### src/design/ctb_pkg.sv
// Shared constants, codes and the token type for the countdown timer bank.
package ctb_pkg;

  localparam int NUM_SLOTS = 16;

  localparam logic [15:0] TICK_PERIOD_RESET = 16'd500;

  typedef enum logic [2:0] {
    OP_ADD    = 3'd0,
    OP_QUERY  = 3'd1,
    OP_REMOVE = 3'd2,
    OP_RESET  = 3'd3,
    OP_TICK   = 3'd4,
    OP_CLEAR  = 3'd5
  } op_t;

  typedef enum logic [1:0] {
    ST_OK        = 2'd0,
    ST_NOT_FOUND = 2'd1,
    ST_FULL      = 2'd2
  } status_t;

  // Operation travelling down the row of slot cells.
  typedef struct packed {
    logic        valid;
    logic [2:0]  op;
    logic [15:0] timer_id;
    logic [31:0] duration_ms;
    logic [15:0] new_id;
    logic        done;
    logic [31:0] remaining_ms;
    logic        finished;
  } tok_t;

endpackage

### src/design/ctb_cell.sv
// One timer slot: applies the passing operation to its slot and hands it on.
module ctb_cell (
  input  logic          clk,
  input  logic          rst,
  input  logic          advance,
  input  logic [15:0]   tick_period,
  input  ctb_pkg::tok_t tok_in,
  output ctb_pkg::tok_t tok_out
);
  import ctb_pkg::*;

  logic        slot_valid;
  logic [15:0] slot_id;
  logic [31:0] slot_time;

  logic        slot_valid_next;
  logic [31:0] slot_time_next;
  logic        load_id;
  tok_t        tok_next;

  logic        match;
  logic [31:0] period_ext;

  assign match      = slot_valid && (slot_id == tok_in.timer_id);
  assign period_ext = {16'd0, tick_period};

  always_comb begin
    slot_valid_next = slot_valid;
    slot_time_next  = slot_time;
    load_id         = 1'b0;
    tok_next        = tok_in;
    unique case (tok_in.op)
      OP_ADD: begin
        if (!tok_in.done && !slot_valid) begin
          slot_valid_next = 1'b1;
          slot_time_next  = tok_in.duration_ms;
          load_id         = 1'b1;
          tok_next.done   = 1'b1;
        end
      end
      OP_QUERY: begin
        if (!tok_in.done && match) begin
          tok_next.done         = 1'b1;
          tok_next.remaining_ms = slot_time;
          tok_next.finished     = (slot_time == 32'd0);
        end
      end
      OP_REMOVE: begin
        if (!tok_in.done && match) begin
          slot_valid_next = 1'b0;
          tok_next.done   = 1'b1;
        end
      end
      OP_RESET: begin
        // every matching slot reloads, duplicates included
        if (match) begin
          slot_time_next = tok_in.duration_ms;
          tok_next.done  = 1'b1;
        end
      end
      OP_TICK: begin
        if (slot_valid) begin
          slot_time_next = (slot_time > period_ext) ? slot_time - period_ext : 32'd0;
        end
      end
      OP_CLEAR: begin
        slot_valid_next = 1'b0;
      end
      default: begin
      end
    endcase
  end

  always_ff @(posedge clk) begin
    if (rst) begin
      slot_valid    <= 1'b0;
      tok_out.valid <= 1'b0;
    end else if (advance) begin
      tok_out <= tok_next;
      if (tok_in.valid) begin
        slot_valid <= slot_valid_next;
        slot_time  <= slot_time_next;
        if (load_id) begin
          slot_id <= tok_in.new_id;
        end
      end
    end
  end

endmodule

### src/design/countdown_timer_bank.sv
// Top level of the countdown timer bank: entry stage, row of slot cells, result register.
//
// Input channel (in_valid/in_stall): op, timer_id, duration_ms. A transfer happens
// when in_valid is high and in_stall low. Output channel (out_valid/out_stall):
// status, new_id, remaining_ms, finished, one result per input item, in order.
// Configuration: cfg_valid/cfg_ready write cfg_data to tick_period_ms; cfg_ready
// is always high. Write it only while no item is in flight.
// Each item enters an entry register and then walks the row of NUM_SLOTS cells,
// one cell per cycle; every cell applies it to its own slot. Lowest slot first
// decides add, query and remove.
// The block takes no new item while one walks the row; the next item is taken as
// soon as the previous result sits in the output register, even if that result is
// still stalled. If the output stalls while a new result reaches the end of the
// row, the row freezes until the register frees up.
// Reset: all slots empty, id counter zero, tick period 500 ms.
module countdown_timer_bank (
  input  logic        clk,
  input  logic        rst,
  input  logic        in_valid,
  output logic        in_stall,
  input  logic [2:0]  op,
  input  logic [15:0] timer_id,
  input  logic [31:0] duration_ms,
  output logic        out_valid,
  input  logic        out_stall,
  output logic [1:0]  status,
  output logic [15:0] new_id,
  output logic [31:0] remaining_ms,
  output logic        finished,
  input  logic        cfg_valid,
  output logic        cfg_ready,
  input  logic [15:0] cfg_data
);
  import ctb_pkg::*;

  logic [15:0] tick_period;
  logic [15:0] id_counter;
  logic        busy;

  tok_t        entry_tok;
  tok_t        tok [NUM_SLOTS+1];
  tok_t        tail;
  logic        advance;
  logic        land;
  logic        accept;
  logic [NUM_SLOTS:0] tok_valids;

  assign cfg_ready = 1'b1;
  assign in_stall  = busy;
  assign accept    = in_valid && !busy;
  assign tok[0]    = entry_tok;
  assign tail      = tok[NUM_SLOTS];
  assign advance   = !(tail.valid && out_valid && out_stall);
  assign land      = tail.valid && advance;

  always_ff @(posedge clk) begin
    if (rst) begin
      tick_period <= TICK_PERIOD_RESET;
    end else if (cfg_valid && cfg_ready) begin
      tick_period <= cfg_data;
    end
  end

  // entry stage
  always_ff @(posedge clk) begin
    if (rst) begin
      entry_tok.valid <= 1'b0;
    end else if (accept) begin
      entry_tok.valid        <= 1'b1;
      entry_tok.op           <= op;
      entry_tok.timer_id     <= timer_id;
      entry_tok.duration_ms  <= duration_ms;
      entry_tok.new_id       <= id_counter + 16'd1;
      entry_tok.done         <= 1'b0;
      entry_tok.remaining_ms <= 32'd0;
      entry_tok.finished     <= 1'b0;
    end else if (advance) begin
      entry_tok.valid <= 1'b0;
    end
  end

  for (genvar g = 0; g < NUM_SLOTS; g++) begin : g_cell
    ctb_cell u_cell (
      .clk         (clk),
      .rst         (rst),
      .advance     (advance),
      .tick_period (tick_period),
      .tok_in      (tok[g]),
      .tok_out     (tok[g+1])
    );
  end

  // busy flag, result register and id counter; result and id counter update when the item leaves the row
  always_ff @(posedge clk) begin
    if (rst) begin
      out_valid  <= 1'b0;
      busy       <= 1'b0;
      id_counter <= 16'd0;
    end else begin
      if (accept) begin
        busy <= 1'b1;
      end else if (land) begin
        busy <= 1'b0;
      end
      if (land) begin
        out_valid    <= 1'b1;
        status       <= ST_OK;
        new_id       <= 16'd0;
        remaining_ms <= 32'd0;
        finished     <= 1'b0;
        unique case (tail.op)
          OP_ADD: begin
            if (tail.done) begin
              new_id     <= tail.new_id;
              id_counter <= tail.new_id;
            end else begin
              status <= ST_FULL;
            end
          end
          OP_QUERY: begin
            if (tail.done) begin
              remaining_ms <= tail.remaining_ms;
              finished     <= tail.finished;
            end else begin
              status <= ST_NOT_FOUND;
            end
          end
          OP_REMOVE, OP_RESET: begin
            if (!tail.done) begin
              status <= ST_NOT_FOUND;
            end
          end
          OP_CLEAR: begin
            id_counter <= 16'd0;
          end
          default: begin
          end
        endcase
      end else if (out_valid && !out_stall) begin
        out_valid <= 1'b0;
      end
    end
  end

  for (genvar v = 0; v <= NUM_SLOTS; v++) begin : g_valids
    assign tok_valids[v] = tok[v].valid;
  end

  // at most one operation in the row at a time
  a_one_token: assert property (@(posedge clk) disable iff (rst)
    $countones(tok_valids) <= 1)
    else $error("more than one operation in the cell row");

  a_enter: assert property (@(posedge clk) disable iff (rst)
    in_valid && !in_stall |=> tok[0].valid && busy)
    else $error("accepted item did not enter the row");

  a_full_no_id: assert property (@(posedge clk) disable iff (rst)
    out_valid && status == ST_FULL |-> new_id == 16'd0)
    else $error("full result carries an id");

  a_fail_zero: assert property (@(posedge clk) disable iff (rst)
    out_valid && status != ST_OK |-> remaining_ms == 32'd0 && !finished)
    else $error("failed result carries data");

  a_finished_zero: assert property (@(posedge clk) disable iff (rst)
    out_valid && finished |-> remaining_ms == 32'd0 && status == ST_OK)
    else $error("finished with time left");

endmodule

### config.mk
export PLATFORM = sky130hd
export DESIGN_NAME = countdown_timer_bank
export DESIGN_NICKNAME = d
export VERILOG_FILES = /design/src/design/ctb_pkg.sv /design/src/design/ctb_cell.sv /design/src/design/countdown_timer_bank.sv
export SDC_FILE = /design/constraint.sdc
export NUM_CORES = 2
export LEC_CHECK = 0
export CELL_PAD_IN_SITES_DETAIL_PLACEMENT = 1
export CELL_PAD_IN_SITES_GLOBAL_PLACEMENT = 1
export CORE_UTILIZATION = 35
export DETAILED_ROUTE_END_ITERATION = 10
export DONT_BUFFER_PORTS = 1
export GPL_TIMING_DRIVEN = 0
export HOLD_SLACK_MARGIN = 0.15
export PLACE_DENSITY_LB_ADDON = 0.1
export SLEW_MARGIN = 0
export SYNTH_ARGS = -nofsm -noshare
export SYNTH_HDL_FRONTEND = slang
export SYNTH_SLANG_ARGS = --single-unit
### constraint.sdc
create_clock -name clk -period 154.9 [get_ports clk]
set_input_delay 7.745 -clock clk [delete_from_list [all_inputs] [get_ports clk]]
set_output_delay 7.745 -clock clk [all_outputs]
set_load 0.02 [all_outputs]
==> impl_metrics.toml <==
[route]
ant_nets = 0
drc = 0
vias_per_cell = 5.30
routedWlPerCell_um = 27.8
dr_total_vias = 67700
drt_iter0_markers = 4654
wl_um = 355000
firstDrtPassIters = 5

[sta]
slew_violations = 0
fin_crit_sh = 0.0719
hold_viol = 0
rsz0062_at_grt = "false"
final-setup-viol-count = 0
period_needed_ns = 11.14
fin_tns_setup_ns = 0
relSlewSlack = 0.0793
worst_clock_skew_ns = 0.0459
layout_setup_ws_ns = 143.76
fmax_mhz = 89.8
worst_pin_slew_ns = 1.38
hold_ws_ns = 0.436

[synthesis]
ys_types = 85
synth.net_count = 8300
synth.most_common_cell = "edfxtp_1"
yosys-top-cells-area = "edfxtp_1 66%, mux2_2 4.5%, ha_1 2.9%, xnor2_1 2.7%, xor2_1 2.6%"
synth-seq-area-share = 0.670
ys_warn_count = 0
yosys.area.top_type_share = 0.658
synth_top_area_cell = "edfxtp_1"
ys_async_sr_fraction = 0
mappedNetlistArea_mm2 = 0.112
synth-seq-cells = 2521
syn_inst = 7955
syn_avg_cell_area_um2 = 14.1
synth_edf_count = 2454
synthFlopType = "edfxtp_1"
synthTopCellsByCount = "2454 x edfxtp_1, 763 x nand2_1, 446 x mux2_2"

[grt]
grt_first_pass_wirelength_um = 511000
overflow = 0
grt_max_degree = 71
grt_antenna_before_repair = 11
grtUsageTotal = 0.216
grt_pass1_vias = 71800

[cells_and_area]
nets = 8688
synthToLayoutAreaGrowth_pct = 15.0
drive_above_1_share = 0.125

[hold_path]
hold_class = "flip-flop to flip-flop"
hold_end = "g_cell[15].u_cell.tok_out[37]"
hold_depth = 0
min_from = "g_cell[14].u_cell.tok_out[37]"

[power_and_ir_drop]
peakVddDrop_mv = 0.00919
powerDensity_mw_per_mm2 = 12.3
p_leak_nw = 44.0
power_mw = 1.58

[placed_design]
io_buffers = 0
dp_slack_ns = 142.81
gp_congestion = 0.845
dp_hpwl_um = 270000

[worst_setup_path]
crit_path_start_kind = "input port"
required_ns = 155.48
reg2reg_depth = 11
rrSetupSlack_ns = 149.78
critPathCaptureType = "flip-flop"
crit_type = "input port to flip-flop"
crit_fanout = 59
arrival_ns = 11.72
worstReg2RegStart = "tick_period[0]"
r2r_end = "g_cell[3].u_cell.slot_time[8]"

[job]
drv_cap = 0

[clock_tree]
cts.reportedPaths.clkPinSlew_ns = 0.06
cts.hold.buffers_added = 0
cts_tree = "built"
clockBufferDepth = 4
cts_root_buf = "clkbuf_16"
cts_buffers = 294
htree_levels = 5
postCtsSetupBuffers = 0
post_cts_resize_count = 0
cts_num_sinks = 2521
insertion_delay_ns = 0.89

[floorplanning]
io-pin-count = 126
initial_utilization = 0.352
die_x_um = 568
core-area_mm2 = 0.318
die_height_um = 568
rows = 207
dieArea_mm2 = 0.322

[outcome]
status = "finished, final reports clean"
[state kept, by name, summed over array words and instances (netlist names), 32 cells and up]
register	count
remaining_ms	32
g_cell.u_cell.slot_id	256
g_cell.u_cell.slot_time	512
entry_tok	68
g_cell.u_cell.tok_out	1584
[cells in the final DEF, fill, tap and decap left out, types with 257 or more instances in the layout]
cell type  Yosys  routed
edfxtp_1    2454    2454
nand2_1      763     763
mux2_2       446     446
xnor2_1      340     340
nor2_1       343     339
xor2_1       337     337
clkbuf_1     239     302
clkbuf_16      0     298
o31ai_1      297     297
o21ai_0      292     292
ha_1         257     257
[metrics by stage]
stage                util  cell area (um^2)  instances
floorplan               -            112000       7955
global placement    0.368            117000      12100
detailed placement  0.374            119000      12200
CTS                 0.405            129000      12800
global route        0.405            129000      12800
finish              0.405            129000      12800
[worst max-delay path by stage]
stage              start                              end  slack (ns)  cells past startpoint
2_1_floorplan  out_stall   g_cell[15].u_cell.slot_time[0]       98.23                      6
3_3_place_gp   out_stall  g_cell[15].u_cell.slot_time[22]       74.64                      6
3_5_place_dp   out_stall   g_cell[1].u_cell.slot_time[26]      142.81                     11
4_1_cts        out_stall   g_cell[1].u_cell.slot_time[29]      143.75                     11
5_1_grt        out_stall   g_cell[1].u_cell.slot_time[29]      143.59                     11
6_report       out_stall   g_cell[1].u_cell.slot_time[18]      143.76                     11
[routing by layer]
metal / part of all wire / track usage
met5: 0 / 0
met2: 0.52 / 0.397
met3: 0.029 / 0.0215
met1: 0.42 / 0.265
met4: 0.032 / 0.0660
[final cells by class]
class	instances	area (um^2)
multi-input cells	5055	35700
well taps	4180	5230
fillers	32200	190000
diodes	9	22.5
repair buffers	92	1700
clock buffers	367	7740
inverters	122	458
flip-flops and latches	2521	75000
plain buffers	257	987
clock inverters	160	1880
[worst max-delay path, cell delays in order]
cell	delay, ns
and3_1	0.16
clkbuf_2	0.42
nor2_2	0.52
buf_16	0.21
clkbuf_4	0.39
buf_16	0.32
buf_16	0.31
buf_16	0.29
nand3_1	0.19
a31oi_4	0.74
buf_16	0.24
[cell families after synthesis]
group           count (synthesis)  synth area share
other cells                     1         0.0000335
compound gates               1446            0.0889
mux                           471            0.0471
xor+xnor                      677            0.0529
fa+ha+maj                     273            0.0316
simple gates                 2187            0.0969
flops                        2521             0.670
buf+inv                       379            0.0128
[where the power goes]
part	leakage, nW	total [mW]	switching (mW)	internal, mW
Sequential	24.0	0.797	0.0201	0.777
Clock	4.65	0.699	0.287	0.412
Combinational	15.3	0.0855	0.0549	0.0305
Total	44.0	1.58	0.362	1.22
(Power assumes the default switching activity.)
